==> config.mk <==
export PLATFORM = sky130hd
export DESIGN_NAME = frame_slot_manager_flat
export DESIGN_NICKNAME = d
export VERILOG_FILES = /design/src/rtl/fsmgr_pkg.sv /design/src/rtl/fsmgr_req_if.sv /design/src/rtl/fsmgr_rsp_if.sv /design/src/rtl/frame_slot_manager.sv /design/src/flat_wrapper.sv
export VERILOG_INCLUDE_DIRS = /design/src /design/src/rtl
export SDC_FILE = /design/constraint.sdc
export NUM_CORES = 1
export LEC_CHECK = 0
export BUFFER_PORTS_ARGS = -buffer_cell sky130_fd_sc_hd__buf_4
export CORE_MARGIN = 5
export CORE_UTILIZATION = 50
export CTS_CLUSTER_DIAMETER = 80
export CTS_CLUSTER_SIZE = 25
export DETAILED_ROUTE_END_ITERATION = 6
export GPL_ROUTABILITY_DRIVEN = 0
export PLACE_DENSITY = 0.68
export SLEW_MARGIN = 0
export SYNTH_ARGS = -nofsm -noshare
export SYNTH_HDL_FRONTEND = slang
export SYNTH_SLANG_ARGS = --single-unit
==> constraint.sdc <==
create_clock -name clk -period 10.69 [get_ports clk]
set_input_delay 1.6035 -clock clk [delete_from_list [all_inputs] [get_ports clk]]
set_output_delay 1.6035 -clock clk [all_outputs]
set_load 0.02 [all_outputs]
==> src/rtl/frame_slot_manager_defines.svh <==
// Assertion helpers for the frame slot manager.
`ifndef FRAME_SLOT_MANAGER_DEFINES_SVH
`define FRAME_SLOT_MANAGER_DEFINES_SVH

// Same-cycle implication, sampled on clk, off during reset.
`define FSMGR_ASSERT_NOW(lbl, ante, cons, msg) \
    lbl: assert property (@(posedge clk) disable iff (!rst_n) (ante) |-> (cons)) \
        else $error(msg);

// Next-cycle implication, sampled on clk, off during reset.
`define FSMGR_ASSERT_NEXT(lbl, ante, cons, msg) \
    lbl: assert property (@(posedge clk) disable iff (!rst_n) (ante) |=> (cons)) \
        else $error(msg);

`endif

==> src/rtl/fsmgr_pkg.sv <==
package fsmgr_pkg;

    localparam int SLOTS = 4;
    localparam int IDX_W = (SLOTS > 1) ? $clog2(SLOTS) : 1;

    localparam logic [2:0] MODE_INSTALL = 3'd0;
    localparam logic [2:0] MODE_QUIESCE = 3'd1;
    localparam logic [2:0] MODE_BEGIN   = 3'd2;
    localparam logic [2:0] MODE_PUBLISH = 3'd3;
    localparam logic [2:0] MODE_ACQUIRE = 3'd4;
    localparam logic [2:0] MODE_RELEASE = 3'd5;

    localparam logic [2:0] ST_OK      = 3'd0;
    localparam logic [2:0] ST_INVAL   = 3'd1;
    localparam logic [2:0] ST_NOSLOTS = 3'd2;
    localparam logic [2:0] ST_NOFREE  = 3'd3;
    localparam logic [2:0] ST_BUSY    = 3'd4;
    localparam logic [2:0] ST_NOFRAME = 3'd5;

    localparam logic [7:0] REF_MAX = 8'hFF;

    typedef struct packed {
        logic [2:0]  mode;
        logic [3:0]  slot_count;
        logic [23:0] capacity;
        logic [2:0]  payload_kind;
        logic [3:0]  slot;
        logic [23:0] frame_length;
        logic        keyframe;
        logic [47:0] time_us;
    } in_item_t;

    typedef struct packed {
        logic [2:0]  status;
        logic [2:0]  granted_slot;
        logic [23:0] capacity_out;
        logic [23:0] out_length;
        logic [31:0] sequence_res;
        logic [2:0]  payload_out;
        logic        keyframe_out;
        logic [47:0] time_out;
    } out_item_t;

endpackage

==> src/rtl/fsmgr_req_if.sv <==
interface fsmgr_req_if;
    logic                valid;
    logic                ready;
    fsmgr_pkg::in_item_t data;

    modport source (output valid, output data, input ready);
    modport sink   (input valid, input data, output ready);
endinterface

==> src/rtl/fsmgr_rsp_if.sv <==
interface fsmgr_rsp_if;
    logic                 valid;
    logic                 ready;
    fsmgr_pkg::out_item_t data;

    modport source (output valid, output data, input ready);
    modport sink   (input valid, input data, output ready);
endinterface

==> src/rtl/frame_slot_manager.sv <==
// Channel | Dir | Payload      | Transfer
// --------+-----+--------------+---------------------------
// req     | in  | in_item_t    | valid & ready at clk rise
// rsp     | out | out_item_t   | valid & ready at clk rise
//
// One operation at a time. A sequencer walks one slot entry per cycle
// through a single slot read/write port (scan index). Rejected ops go straight
// to done; publish/acquire/release pass the execute step; install clears each
// slot, begin write scans for a free slot, quiesce checks ref counts and then
// clears lengths. req.ready is high only while the sequencer is idle and rises
// as a result loads on rsp; a finished result waits in the rsp output register,
// so the next op is taken while rsp is stalled; its load waits until rsp drains.
// rst_n is asynchronous, active low; it clears all store state to zero.
module frame_slot_manager (
    input  logic               clk,
    input  logic               rst_n,
    fsmgr_req_if.sink          req,
    fsmgr_rsp_if.source        rsp
);

`include "frame_slot_manager_defines.svh"

    localparam logic [2:0] S_IDLE  = 3'd0;
    localparam logic [2:0] S_CLEAR = 3'd1;  // install: clear slot entries
    localparam logic [2:0] S_QSCAN = 3'd2;  // quiesce: check ref counts
    localparam logic [2:0] S_QCLR  = 3'd3;  // quiesce: clear lengths
    localparam logic [2:0] S_WSCAN = 3'd4;  // begin write: find free slot
    localparam logic [2:0] S_EXEC  = 3'd5;  // publish / acquire / release
    localparam logic [2:0] S_DONE  = 3'd6;  // hand result to output register

    localparam logic [fsmgr_pkg::IDX_W-1:0] LAST_IDX =
        fsmgr_pkg::IDX_W'(fsmgr_pkg::SLOTS - 1);
    localparam logic [3:0] SLOTS4 = 4'(fsmgr_pkg::SLOTS);

    // Sequencer and held operation
    logic [2:0]                      state_reg, state_next;
    logic [fsmgr_pkg::IDX_W-1:0]     scan_reg, scan_next;
    fsmgr_pkg::in_item_t             item_reg, item_next;
    fsmgr_pkg::out_item_t            res_reg, res_next;

    // Store globals
    logic [3:0]                      active_reg, active_next;
    logic [23:0]                     cap_reg, cap_next;
    logic [2:0]                      payload_reg, payload_next;
    logic                            front_valid_reg, front_valid_next;
    logic [fsmgr_pkg::IDX_W-1:0]     front_idx_reg, front_idx_next;
    logic [31:0]                     seq_reg, seq_next;

    // Output register
    logic                            out_valid_reg, out_valid_next;
    fsmgr_pkg::out_item_t            out_data_reg, out_data_next;

    // Per-slot entries, one port addressed by scan_reg
    logic [23:0]                     slot_len_reg  [fsmgr_pkg::SLOTS];
    logic [7:0]                      slot_ref_reg  [fsmgr_pkg::SLOTS];
    logic                            slot_key_reg  [fsmgr_pkg::SLOTS];
    logic [47:0]                     slot_time_reg [fsmgr_pkg::SLOTS];

    logic [23:0] len_rd;
    logic [7:0]  ref_rd;
    logic        key_rd;
    logic [47:0] time_rd;

    logic        wr_len_en, wr_ref_en, wr_key_en, wr_time_en;
    logic [23:0] wr_len;
    logic [7:0]  wr_ref;
    logic        wr_key;
    logic        is_front;

    assign len_rd  = slot_len_reg[scan_reg];
    assign ref_rd  = slot_ref_reg[scan_reg];
    assign key_rd  = slot_key_reg[scan_reg];
    assign time_rd = slot_time_reg[scan_reg];
    assign is_front = front_valid_reg && (front_idx_reg == scan_reg);

    assign req.ready = (state_reg == S_IDLE);
    assign rsp.valid = out_valid_reg;
    assign rsp.data  = out_data_reg;

    always_comb
    begin
        state_next       = state_reg;
        scan_next        = scan_reg;
        item_next        = item_reg;
        res_next         = res_reg;
        active_next      = active_reg;
        cap_next         = cap_reg;
        payload_next     = payload_reg;
        front_valid_next = front_valid_reg;
        front_idx_next   = front_idx_reg;
        seq_next         = seq_reg;
        out_valid_next   = out_valid_reg;
        out_data_next    = out_data_reg;
        wr_len_en        = 1'b0;
        wr_ref_en        = 1'b0;
        wr_key_en        = 1'b0;
        wr_time_en       = 1'b0;
        wr_len           = 24'd0;
        wr_ref           = 8'd0;
        wr_key           = 1'b0;

        if (out_valid_reg && rsp.ready)
        begin
            out_valid_next = 1'b0;
        end

        case (state_reg)
            S_IDLE:
            begin
                if (req.valid)
                begin
                    item_next       = req.data;
                    res_next        = '0;
                    res_next.status = fsmgr_pkg::ST_INVAL;
                    scan_next       = '0;
                    state_next      = S_DONE;
                    case (req.data.mode)
                        fsmgr_pkg::MODE_INSTALL:
                        begin
                            if (req.data.slot_count != 4'd0 &&
                                req.data.slot_count <= SLOTS4)
                            begin
                                state_next = S_CLEAR;
                            end
                        end
                        fsmgr_pkg::MODE_QUIESCE:
                        begin
                            state_next = S_QSCAN;
                        end
                        fsmgr_pkg::MODE_BEGIN:
                        begin
                            if (active_reg == 4'd0)
                            begin
                                res_next.status = fsmgr_pkg::ST_NOSLOTS;
                            end
                            else
                            begin
                                state_next = S_WSCAN;
                            end
                        end
                        fsmgr_pkg::MODE_ACQUIRE:
                        begin
                            scan_next  = front_idx_reg;
                            state_next = S_EXEC;
                        end
                        fsmgr_pkg::MODE_PUBLISH, fsmgr_pkg::MODE_RELEASE:
                        begin
                            if (req.data.slot < SLOTS4)
                            begin
                                scan_next  = req.data.slot[fsmgr_pkg::IDX_W-1:0];
                                state_next = S_EXEC;
                            end
                        end
                        default:
                        begin
                            state_next = S_DONE;
                        end
                    endcase
                end
            end

            S_CLEAR:
            begin
                wr_len_en = 1'b1;
                wr_ref_en = 1'b1;
                wr_key_en = 1'b1;
                if (scan_reg == LAST_IDX)
                begin
                    active_next      = item_reg.slot_count;
                    cap_next         = item_reg.capacity;
                    payload_next     = item_reg.payload_kind;
                    front_valid_next = 1'b0;
                    front_idx_next   = '0;
                    seq_next         = seq_reg + 32'd1;
                    res_next.status  = fsmgr_pkg::ST_OK;
                    state_next       = S_DONE;
                end
                else
                begin
                    scan_next = scan_reg + 1'b1;
                end
            end

            S_QSCAN:
            begin
                if (ref_rd != 8'd0)
                begin
                    res_next.status = fsmgr_pkg::ST_BUSY;
                    state_next      = S_DONE;
                end
                else if (scan_reg == LAST_IDX)
                begin
                    scan_next  = '0;
                    state_next = S_QCLR;
                end
                else
                begin
                    scan_next = scan_reg + 1'b1;
                end
            end

            S_QCLR:
            begin
                wr_len_en = 1'b1;
                if (scan_reg == LAST_IDX)
                begin
                    front_valid_next = 1'b0;
                    front_idx_next   = '0;
                    payload_next     = 3'd0;
                    active_next      = 4'd0;
                    cap_next         = 24'd0;
                    res_next.status  = fsmgr_pkg::ST_OK;
                    state_next       = S_DONE;
                end
                else
                begin
                    scan_next = scan_reg + 1'b1;
                end
            end

            S_WSCAN:
            begin
                if (4'(scan_reg) >= active_reg)
                begin
                    res_next.status = fsmgr_pkg::ST_NOFREE;
                    state_next      = S_DONE;
                end
                else if (ref_rd == 8'd0 && !is_front)
                begin
                    res_next.status       = fsmgr_pkg::ST_OK;
                    res_next.granted_slot = 3'(scan_reg);
                    res_next.capacity_out = cap_reg;
                    state_next            = S_DONE;
                end
                else if (scan_reg == LAST_IDX)
                begin
                    res_next.status = fsmgr_pkg::ST_NOFREE;
                    state_next      = S_DONE;
                end
                else
                begin
                    scan_next = scan_reg + 1'b1;
                end
            end

            S_EXEC:
            begin
                state_next = S_DONE;
                case (item_reg.mode)
                    fsmgr_pkg::MODE_PUBLISH:
                    begin
                        wr_len_en        = 1'b1;
                        wr_len           = item_reg.frame_length;
                        wr_key_en        = 1'b1;
                        wr_key           = item_reg.keyframe;
                        wr_time_en       = 1'b1;
                        front_valid_next = 1'b1;
                        front_idx_next   = scan_reg;
                        seq_next         = seq_reg + 32'd1;
                        res_next.status  = fsmgr_pkg::ST_OK;
                    end
                    fsmgr_pkg::MODE_ACQUIRE:
                    begin
                        if (!front_valid_reg || 4'(scan_reg) >= active_reg ||
                            len_rd == 24'd0 || len_rd > cap_reg)
                        begin
                            res_next.status = fsmgr_pkg::ST_NOFRAME;
                        end
                        else
                        begin
                            wr_ref_en             = 1'b1;
                            wr_ref                = (ref_rd != fsmgr_pkg::REF_MAX) ?
                                                    ref_rd + 8'd1 : ref_rd;
                            res_next.status       = fsmgr_pkg::ST_OK;
                            res_next.granted_slot = 3'(scan_reg);
                            res_next.out_length   = len_rd;
                            res_next.sequence_res = seq_reg;
                            res_next.payload_out  = payload_reg;
                            res_next.keyframe_out = key_rd;
                            res_next.time_out     = time_rd;
                        end
                    end
                    default:
                    begin
                        // release: a count at zero stays zero
                        wr_ref_en       = (ref_rd != 8'd0);
                        wr_ref          = ref_rd - 8'd1;
                        res_next.status = fsmgr_pkg::ST_OK;
                    end
                endcase
            end

            S_DONE:
            begin
                if (!out_valid_reg || rsp.ready)
                begin
                    out_valid_next = 1'b1;
                    out_data_next  = res_reg;
                    state_next     = S_IDLE;
                end
            end

            default:
            begin
                state_next = S_IDLE;
            end
        endcase
    end

    always_ff @(posedge clk or negedge rst_n)
    begin
        if (!rst_n)
        begin
            state_reg       <= S_IDLE;
            scan_reg        <= '0;
            active_reg      <= 4'd0;
            cap_reg         <= 24'd0;
            payload_reg     <= 3'd0;
            front_valid_reg <= 1'b0;
            front_idx_reg   <= '0;
            seq_reg         <= 32'd0;
            out_valid_reg   <= 1'b0;
        end
        else
        begin
            state_reg       <= state_next;
            scan_reg        <= scan_next;
            active_reg      <= active_next;
            cap_reg         <= cap_next;
            payload_reg     <= payload_next;
            front_valid_reg <= front_valid_next;
            front_idx_reg   <= front_idx_next;
            seq_reg         <= seq_next;
            out_valid_reg   <= out_valid_next;
        end
    end

    // Payload registers
    always_ff @(posedge clk)
    begin
        item_reg     <= item_next;
        res_reg      <= res_next;
        out_data_reg <= out_data_next;
    end

    // Slot entries: single write port at scan_reg
    always_ff @(posedge clk or negedge rst_n)
    begin
        if (!rst_n)
        begin
            for (int i = 0; i < fsmgr_pkg::SLOTS; i++)
            begin
                slot_len_reg[i]  <= 24'd0;
                slot_ref_reg[i]  <= 8'd0;
                slot_key_reg[i]  <= 1'b0;
                slot_time_reg[i] <= 48'd0;
            end
        end
        else
        begin
            if (wr_len_en)
            begin
                slot_len_reg[scan_reg] <= wr_len;
            end
            if (wr_ref_en)
            begin
                slot_ref_reg[scan_reg] <= wr_ref;
            end
            if (wr_key_en)
            begin
                slot_key_reg[scan_reg] <= wr_key;
            end
            if (wr_time_en)
            begin
                slot_time_reg[scan_reg] <= item_reg.time_us;
            end
        end
    end

    `FSMGR_ASSERT_NEXT(a_accept_leaves_idle, req.valid && req.ready, state_reg != S_IDLE, "accepted op did not start")
    `FSMGR_ASSERT_NOW(a_active_bound, 1'b1, active_reg <= SLOTS4, "active slot count above SLOTS")
    `FSMGR_ASSERT_NOW(a_load_from_done, $rose(out_valid_reg), $past(state_reg) == S_DONE, "result loaded outside done step")
    `FSMGR_ASSERT_NEXT(a_acquire_refs, state_reg == S_EXEC && item_reg.mode == fsmgr_pkg::MODE_ACQUIRE && res_next.status == fsmgr_pkg::ST_OK, slot_ref_reg[front_idx_reg] != 8'd0, "acquired slot not referenced")

endmodule

==> src/flat_wrapper.sv <==
// flat-port wrapper written by rule: the top's interface ports become plain ports
module frame_slot_manager_flat 
  (clk, rst_n, req_valid, req_data, req_ready, rsp_valid, rsp_data, rsp_ready);
  fsmgr_req_if req_i ();
  fsmgr_rsp_if rsp_i ();
  input  logic clk;
  input  logic rst_n;
  input wire logic [$bits(req_i.valid)-1:0] req_valid;
  input wire logic [$bits(req_i.data)-1:0] req_data;
  output wire logic [$bits(req_i.ready)-1:0] req_ready;
  output wire logic [$bits(rsp_i.valid)-1:0] rsp_valid;
  output wire logic [$bits(rsp_i.data)-1:0] rsp_data;
  input wire logic [$bits(rsp_i.ready)-1:0] rsp_ready;
  assign req_i.valid = req_valid;
  assign req_i.data = req_data;
  assign req_ready = req_i.ready;
  assign rsp_valid = rsp_i.valid;
  assign rsp_data = rsp_i.data;
  assign rsp_i.ready = rsp_ready;
  frame_slot_manager u_core (.clk(clk), .rst_n(rst_n), .req(req_i), .rsp(rsp_i));
endmodule
======== Word level (Yosys, flattened, before mapping) ========
Index checks and enable logic that the tools add are counted.
cells by class
  add/subtract/negate cells ............... 4
  magnitude comparators ................... 6
  equal/unequal tests ..................... 31
  multiplexer cells ....................... 99
  bitwise operators ....................... 1
  reductions and logical operators ........ 40
operators by type and width
  kind                                                              number
  108-bit 2-to-1 mux                                                2
  108-bit one-hot mux with 2 select lines                           1
  192-bit bitwise mux                                               1
  24-bit 2-to-1 mux                                                 7
  48-bit 2-to-1 mux                                                 3
  138-bit 2-to-1 mux                                                1
  48-bit binary-select mux with 2-bit select                        1
  96-bit bitwise mux                                                1
  48-bit demux with 2-bit select                                    1
  24-bit one-hot mux with 2 select lines                            2
  32-bit 2-to-1 mux                                                 2
  32-bit one-hot mux with 2 select lines                            1
  27-bit 2-to-1 mux                                                 2
  3-bit 2-to-1 mux                                                  18
  24-bit binary-select mux with 2-bit select                        1
  24-bit demux with 2-bit select                                    1
  8-bit 2-to-1 mux                                                  6
  32-bit by 1-bit adder with 32-bit output (second input constant)  1
  32-bit bitwise mux                                                1
  3-bit one-hot mux with 5 select lines                             2
  24-bit > comparator                                               1
  24-bit logical NOT                                                1
  2-bit 2-to-1 mux                                                  12
  3-bit == test (second input constant)                             6
  50 further kinds                                                  106
word-level totals
  bits in registers ....................... 779
  input bits .............................. 115
  output and inout port bits .............. 140
  logic and storage cells ................. 229

======== Longest topological paths before layout ========
Gate-level depths: netlist (run 1).
  depth after elaboration ................. 11
  mapped depth ............................ 15
  gate-level depth less buffers ........... 11

======== Least setup slack after synthesis (run 1) ========
Ideal clock, no wire load.
  path type ............................... input to register
  start point ............................. input port req_valid
  end point ............................... register u_core.res_reg[0] (netlist name), enable pin
  setup time .............................. 0.480 ns
  arrival ................................. 11.824 ns
  required time ........................... 10.210 ns
  slack ................................... -1.613 ns
  cell stages on the path ................. 3
  buffers on the path ..................... 0
  cell sequence ........................... nand2b_1 -> nor3_1 -> nand2b_1
between the ends
  longest elaborated chain between the ends .. 2
RTL lines
  item                             line                       source
  from (decl)                      flat_wrapper.sv:8          input wire logic [$bits(req_i.valid)-1:0] req_valid;
  2-bit inequality test (no line)  --
  4-bit AND reduction (no line)    --
  to (signal assigned)             frame_slot_manager.sv:342  res_reg <= res_next;
  to (decl)                        frame_slot_manager.sv:39   fsmgr_pkg::out_item_t res_reg, res_next;
Every way passes these cells.
A chain may end at the register's enable or synchronous reset.

======== Worst setup path after layout (run 1) ========
  start point ............................. register u_core.scan_reg[0] (netlist name)
  end point ............................... register u_core.res_reg[51] (netlist name), enable pin
between the ends
  longest elaborated chain between the ends .. 9
  elaborated cells on any way between the ends .. 12
  those cells by class .................... order compare: 2; eq/ne: 1; mux: 3; bitwise: 1; reduce/logical: 5
RTL lines
  item                                                                         line                       source
  from (decl)                                                                  frame_slot_manager.sv:37   logic [fsmgr_pkg::IDX_W-1:0] scan_reg, scan_next;
  from (signal assigned)                                                       frame_slot_manager.sv:327  scan_reg <= scan_next;
  2-bit inverter with 3-bit output (implied by the code) (*)                   frame_slot_manager.sv:70   assign len_rd = slot_len_reg[scan_reg];
  24-bit binary-select mux with 2-bit select (*)                               frame_slot_manager.sv:70
  24-bit 2-to-1 mux (implied by the code) (*) (2 in a row)                     frame_slot_manager.sv:70
  named net u_core.len_rd[23]                                                  frame_slot_manager.sv:59   logic [23:0] len_rd;
  parallel branches: the longest is 2 deep, another holds 24-bit > comparator  --
  1-bit logical OR (*)                                                         frame_slot_manager.sv:265  len_rd == 24'd0 || len_rd > cap_reg)
  2-bit inequality test (no line) (*)                                          --
  4-bit AND reduction (no line) (*)                                            --
Mark *: on every way through the listed nets, which the timed path passes. The select of a mux whose other input is x is not followed.

==> flow_summary.json, run 1 <==
{
  "run_status": "finished, violations left",
  "violations": "DRC",
  "drt_drc_violations_left": 8,
  "synthArstFlopShare": 0.510,
  "vias": 18300,
  "crit_type": "register to register",
  "setup_viol": 0,
  "clk_pin_slew_ns": 0.10,
  "period_needed_ns": 6.62,
  "netlist.area_leader.share": 0.371,
  "start_util": 0.502,
  "synth-compound-area-share": 0.0477,
  "drt_iter0_markers": 1722,
  "final_max_slew_viol_count": 0,
  "gr-usage-all-layers": 0.210,
  "maxCapViolations": 0,
  "routed_wl_mm": 70.8,
  "vias_per_cell": 5.69,
  "final-hold-violation-count": 0,
  "p_leak_uw": 0.0152,
  "clock-root-buffer": "clkbuf_16",
  "hp-class": "register to register",
  "netlist_top_cells_area": "edfxtp_1, dfrtp_1, nand2_1, mux4_2, a22o_1",
  "htreeDepth": 2,
  "r2r-start": "u_core.scan_reg[0]",
  "grt_max_degree": 178,
  "area_growth_syn_to_layout_pct": 12.9,
  "numCtsBuffers": 40,
  "antenna_found_initial": 7,
  "fp-row-count": 91,
  "synth_area_um2": 30800,
  "clock.fmax_mhz": 151,
  "synthCells": 2191,
  "cp-end-kind": "register",
  "grt_pass1_vias": 19100,
  "gr-total-overflow": 0,
  "synth_fa_ha_area_frac": 0.0134,
  "yosys_warnings": 0,
  "synthFlopType": "dfrtp_1",
  "die_h_um": 258,
  "clock_latency_ns": 0.61,
  "ctsResizeCount": 0,
  "path_max_fanout": 65,
  "layout.nets": 2546,
  "ant_nets": 0,
  "synth_top_family_by_area": "simple AND/OR/NAND/NOR gates",
  "ioPinCount": 255,
  "vdd_drop_max_v": 0.000128,
  "powerDensity_nw_per_um2": 193,
  "die_area_um2": 66700,
  "synth_commonest_cells": "nand2_1, dfrtp_1, edfxtp_1",
  "post-route-util": 0.567,
  "finalSetupTns_ns": 0,
  "tightest_slew_ns": 1.20,
  "synth-xor-area-share": 0.0114,
  "synth_top_cell_by_area": "edfxtp_1",
  "fp.dieW_um": 258,
  "ys_seq_area_frac": 0.693,
  "yosysMostFrequentCell": "nand2_1",
  "largest_register_ffs": 192,
  "synthMuxAreaShare": 0.0942,
  "start_kind": "register",
  "postCtsSetupRepairBufs": 0,
  "numPortBuffers": 253,
  "avgSynthCellArea_um2": 14.1,
  "clock_tree.buffer_depth": 3,
  "postCtsHoldBufs": 0,
  "cp.arrival_ns": 6.85,
  "ys_ff_latch": 777,
  "wl_per_cell_um": 22.0,
  "place_hpwl_mm": 43.1,
  "cts_tree": "yes",
  "cts.sinks": 777,
  "synth_edf_count": 381,
  "hp-start": "u_core.res_reg[52]",
  "drive_gt1_frac": 0.214,
  "syn_nets": 2339,
  "period_share": 0.619,
  "slew_headroom": 0.198,
  "synth.distinct_cells": 57,
  "grt_first_pass_wirelength_mm": 110,
  "rsz0062_at_grt": "false",
  "fin_worst_skew_ns": 0.0330,
  "coreArea_um2": 61400,
  "cp-startpoint": "u_core.scan_reg[0]",
  "synthSimpleGateAreaFrac": 0.119,
  "drt_first_pass_iters": 7,
  "cp_data_required_time_ns": 10.92
}
==> layout by cell type (no fill, tap or decap), types with 3 or more instances in the layout <==
cell type / n
edfxtp_1: 381
o211ai_1: 4
and3_1: 22
ha_1: 33
nand2b_1: 7
nand4_1: 15
o31ai_1: 3
dfrtp_1: 394
nand3_1: 37
nand3b_1: 3
a22o_1: 108
and2_1: 109
clkbuf_16: 41
a21oi_1: 31
o21ai_1: 3
nor4_1: 8
xnor2_1: 25
clkbuf_1: 18
and3_4: 3
nor2_1: 56
nor3_1: 7
mux2_2: 52
mux4_2: 81
and4_1: 6
nor3b_1: 3
xor2_1: 15
nand2_1: 534
mux2_4: 32
o21ai_0: 18
a21o_1: 5
buf_4: 277
inv_6: 6
inv_1: 37
nor2b_1: 4
nand2_2: 4
==> power by group <==
| part | internal (uW) | switching [uW] |
|---|---|---|
| registers | 3490 | 240 |
| clock network | 775 | 975 |
| logic | 475 | 755 |
| total | 4740 | 1970 |
==> through the flow <==
stage / hold WS [ns] / std cells / total power, uW / worst slack [ns] / area, um^2
5_1_grt: 0.406 / 3220 / 7010 / 3.70 / 34800
2_1_floorplan: 0.400 / 2191 / 4550 / 1.61 / 30800
4_1_cts: 0.405 / 3220 / 6770 / 4.01 / 34800
3_5_place_dp: 0.405 / 3146 / 5020 / 4.02 / 33500
3_3_place_gp: 0.402 / 3146 / 4980 / 4.10 / 33500
6_report: 0.413 / 3222 / 6700 / 4.07 / 34800
==> critical path, stage by stage (launching register included) <==
cell      delay (ns)
dfrtp_4         0.79
buf_4           0.77
mux4_2          0.63
ha_1            0.35
nand4_1         0.17
nor4_1          0.49
nand3_1         0.21
or3_1           0.40
o31ai_1         0.13
nand4_1         0.56
nand2b_4        0.80
buf_4           0.83
==> area by class of cell <==
type / instances / area (um^2)
antenna: 2 / 5.00
clock buffer: 60 / 1110
clock inverter: 14 / 161
fill: 4864 / 26600
inverter: 38 / 143
multi-input combinational: 1262 / 8900
sequential: 777 / 21400
tap: 790 / 988
timing repair buffer: 279 / 2110
==> path summary, 6_finish.rpt <==
| kind | to | slack [ns] | cells past startpoint |
|---|---|---|---|
| setup reg to reg | u_core.res_reg[51] | 4.07 | 11 |
| min in group asynchronous | u_core.slot_time_reg[99] | 1.00 | 1 |
| hold / removal | u_core.rsp.data[52] | 0.41 | 0 |
| setup / recovery | u_core.res_reg[51] | 4.07 | 11 |
| hold reg to reg | u_core.rsp.data[52] | 0.41 | 0 |
| max in group asynchronous | u_core.scan_reg[1] | 7.31 | 3 |
==> routing by layer <==
layer	global-route usage	part of all wire
met1	0.298	0.43
met2	0.337	0.47
met3	0.0491	0.076
met5	0	0.00069
met4	0.0506	0.020
==> logic make-up (layout without fill, tap and decap cells) <==
| logic type | after synthesis | in the layout |
|---|---|---|
| adder cells (fa/ha/maj) | 33 | 33 |
| buffers and inverters | 152 | 391 |
| AND/OR/NAND/NOR | 829 | 829 |
| XOR/XNOR | 40 | 40 |
| multiplexers | 166 | 166 |
| AO/OA/AOI/OAI | 193 | 193 |
| other | 1 | 3 |
| flip-flops | 777 | 777 |
Power figures use the tool's default switching activity.
==> run 2, diff against run 1 <==
PLACE_DENSITY = 0.66   (was 0.68)
clock period = 6.5 ns   (was 10.69 ns; I/O delays follow)
==> run 2 against run 1 <==
Against the previous run:
- the flow now finishes without violations
- via count shrank 0.96%
- fmax grew 24%
- sequential share of layout area is essentially flat
- clock-buffer cell count shrank 1
- clock skew shrank 0.0020 ns
- sequential power grew 65%
- combinational power grew 63%
- die area is the same
- total power grew 64%
- worst setup slack lost 2.9 ns
- hold slack lost 0.0028 ns
- critical path depth shrank 1
- critical path type unchanged
==> flow_summary.json, run 2 (synthesis gave the netlist of run 1 again) <==
{
  "run_status": "finished clean",
  "maxCapViolations": 0,
  "drt_first_pass_iters": 5,
  "ant_nets": 0,
  "final-hold-violation-count": 0,
  "fp-row-count": 91,
  "grt_pass1_vias": 19000,
  "drt_drc_violations_left": 0,
  "tightest_slew_ns": 1.23,
  "drive_gt1_frac": 0.214,
  "hp-class": "primary input to asynchronous set/reset pin",
  "ioPinCount": 255,
  "setup_viol": 0,
  "drt_iter0_markers": 1440,
  "crit_type": "register to register",
  "dp.cells": 3145,
  "rsz0062_at_grt": "false",
  "fin_worst_skew_ns": 0.0310,
  "clock_tree.buffer_depth": 3,
  "setup_ws_ns": 1.14,
  "p_total_uw": 11000,
  "cp.arrival_ns": 5.61,
  "clock.fmax_mhz": 187,
  "largest_register_ffs": 192,
  "start_kind": "register",
  "final_max_slew_viol_count": 0,
  "antenna_found_initial": 4,
  "grt_first_pass_wirelength_mm": 110,
  "vdd_drop_max_v": 0.000221,
  "postCtsHoldBufs": 0,
  "layout_commonest_cell": "nand2_1",
  "coreArea_um2": 61400,
  "gr-total-overflow": 0,
  "whs_ns": 0.411,
  "vias_per_cell": 5.64,
  "start_util": 0.502,
  "grt_max_degree": 168,
  "ctsResizeCount": 0,
  "fp.dieW_um": 258,
  "stdcell_count": 3220,
  "die_h_um": 258,
  "finalSetupTns_ns": 0,
  "clk_pin_slew_ns": 0.10,
  "cts.sinks": 777,
  "htreeDepth": 2,
  "cts_tree": "yes",
  "wl_per_cell_um": 21.9,
  "most-common-layout-cells": "nand2_1, dfrtp_1, edfxtp_1",
  "cp_data_required_time_ns": 6.75,
  "area_growth_syn_to_layout_pct": 13.0,
  "numCtsBuffers": 40,
  "p_leak_uw": 0.0152,
  "postCtsSetupRepairBufs": 0,
  "period_share": 0.824,
  "die_area_um2": 66700,
  "slew_headroom": 0.176,
  "numPortBuffers": 253,
  "powerDensity_nw_per_um2": 316,
  "layout.nets": 2545,
  "clock_latency_ns": 0.61,
  "place_hpwl_mm": 43.3,
  "clock-root-buffer": "clkbuf_16",
  "routed_wl_mm": 70.4,
  "post-place-ws_ns": 1.11,
  "gr-usage-all-layers": 0.209,
  "cp-end-kind": "register",
  "path_max_fanout": 48,
  "vias": 18100,
  "period_needed_ns": 5.36
}
run 2: cell count changes in the layout (fill, tap and decap cells not counted), moves of 2 or more:
cell,delta
buf_4,-4
buf_12,+3
clkbuf_1,-2
inv_4,+2
run 2: worst paths after layout:
kind	startpoint	slack, ns	depth (start not counted)	end
min	rst_n	0.41	1	u_core.slot_time_reg[137]
min reg2reg	u_core.res_reg[52]	0.41	0	u_core.rsp.data[52]
max	u_core.scan_reg[0]	1.14	10	u_core.res_reg[37]
max in group asynchronous	rst_n	4.60	2	u_core.scan_reg[1]
min in group clk	u_core.res_reg[52]	0.41	0	u_core.rsp.data[52]
max reg2reg	u_core.scan_reg[0]	1.14	10	u_core.res_reg[37]
run 2: where the power goes:
part	internal [uW]	switching, uW	leakage [uW]	total [uW]
Sequential	5730	406	0.00899	6140
Combinational	784	1210	0.00557	2000
Clock	1260	1610	0.000614	2870
run 2: per-layer routing:
layer	wire (um)	global-route usage
met5	34	0
met4	1420	0.0485
met3	4980	0.0391
met2	33200	0.332
met1	30800	0.308
run 2: final cells by class:
cell class | count | area, um^2
Fill cell | 4870 | 26600
Sequential cell | 777 | 21400
Multi-Input combinational cell | 1262 | 8900
Timing Repair Buffer | 278 | 2140
Clock buffer | 59 | 1110
Tap cell | 790 | 988
Clock inverter | 15 | 151
Inverter | 38 | 143
Antenna cell | 1 | 2.50
run 2: worst max-delay path, stage by stage (launching register included):
cell and delay, ns:
dfrtp_4 1.09, mux4_2 0.67, ha_1 0.34, nand4_1 0.18, nor4_1 0.41, nand3_1 0.19, or3_1 0.38, o31ai_1 0.12
nand4_1 0.55, nand2b_4 0.56, buf_4 0.47
run 2: metrics by stage:
stage / util / cell area, um^2
after floorplan: - / 30800
after global placement: 0.546 / 33500
after detailed placement: 0.546 / 33500
after CTS: 0.567 / 34800
after global routing: 0.567 / 34800
final: 0.567 / 34800
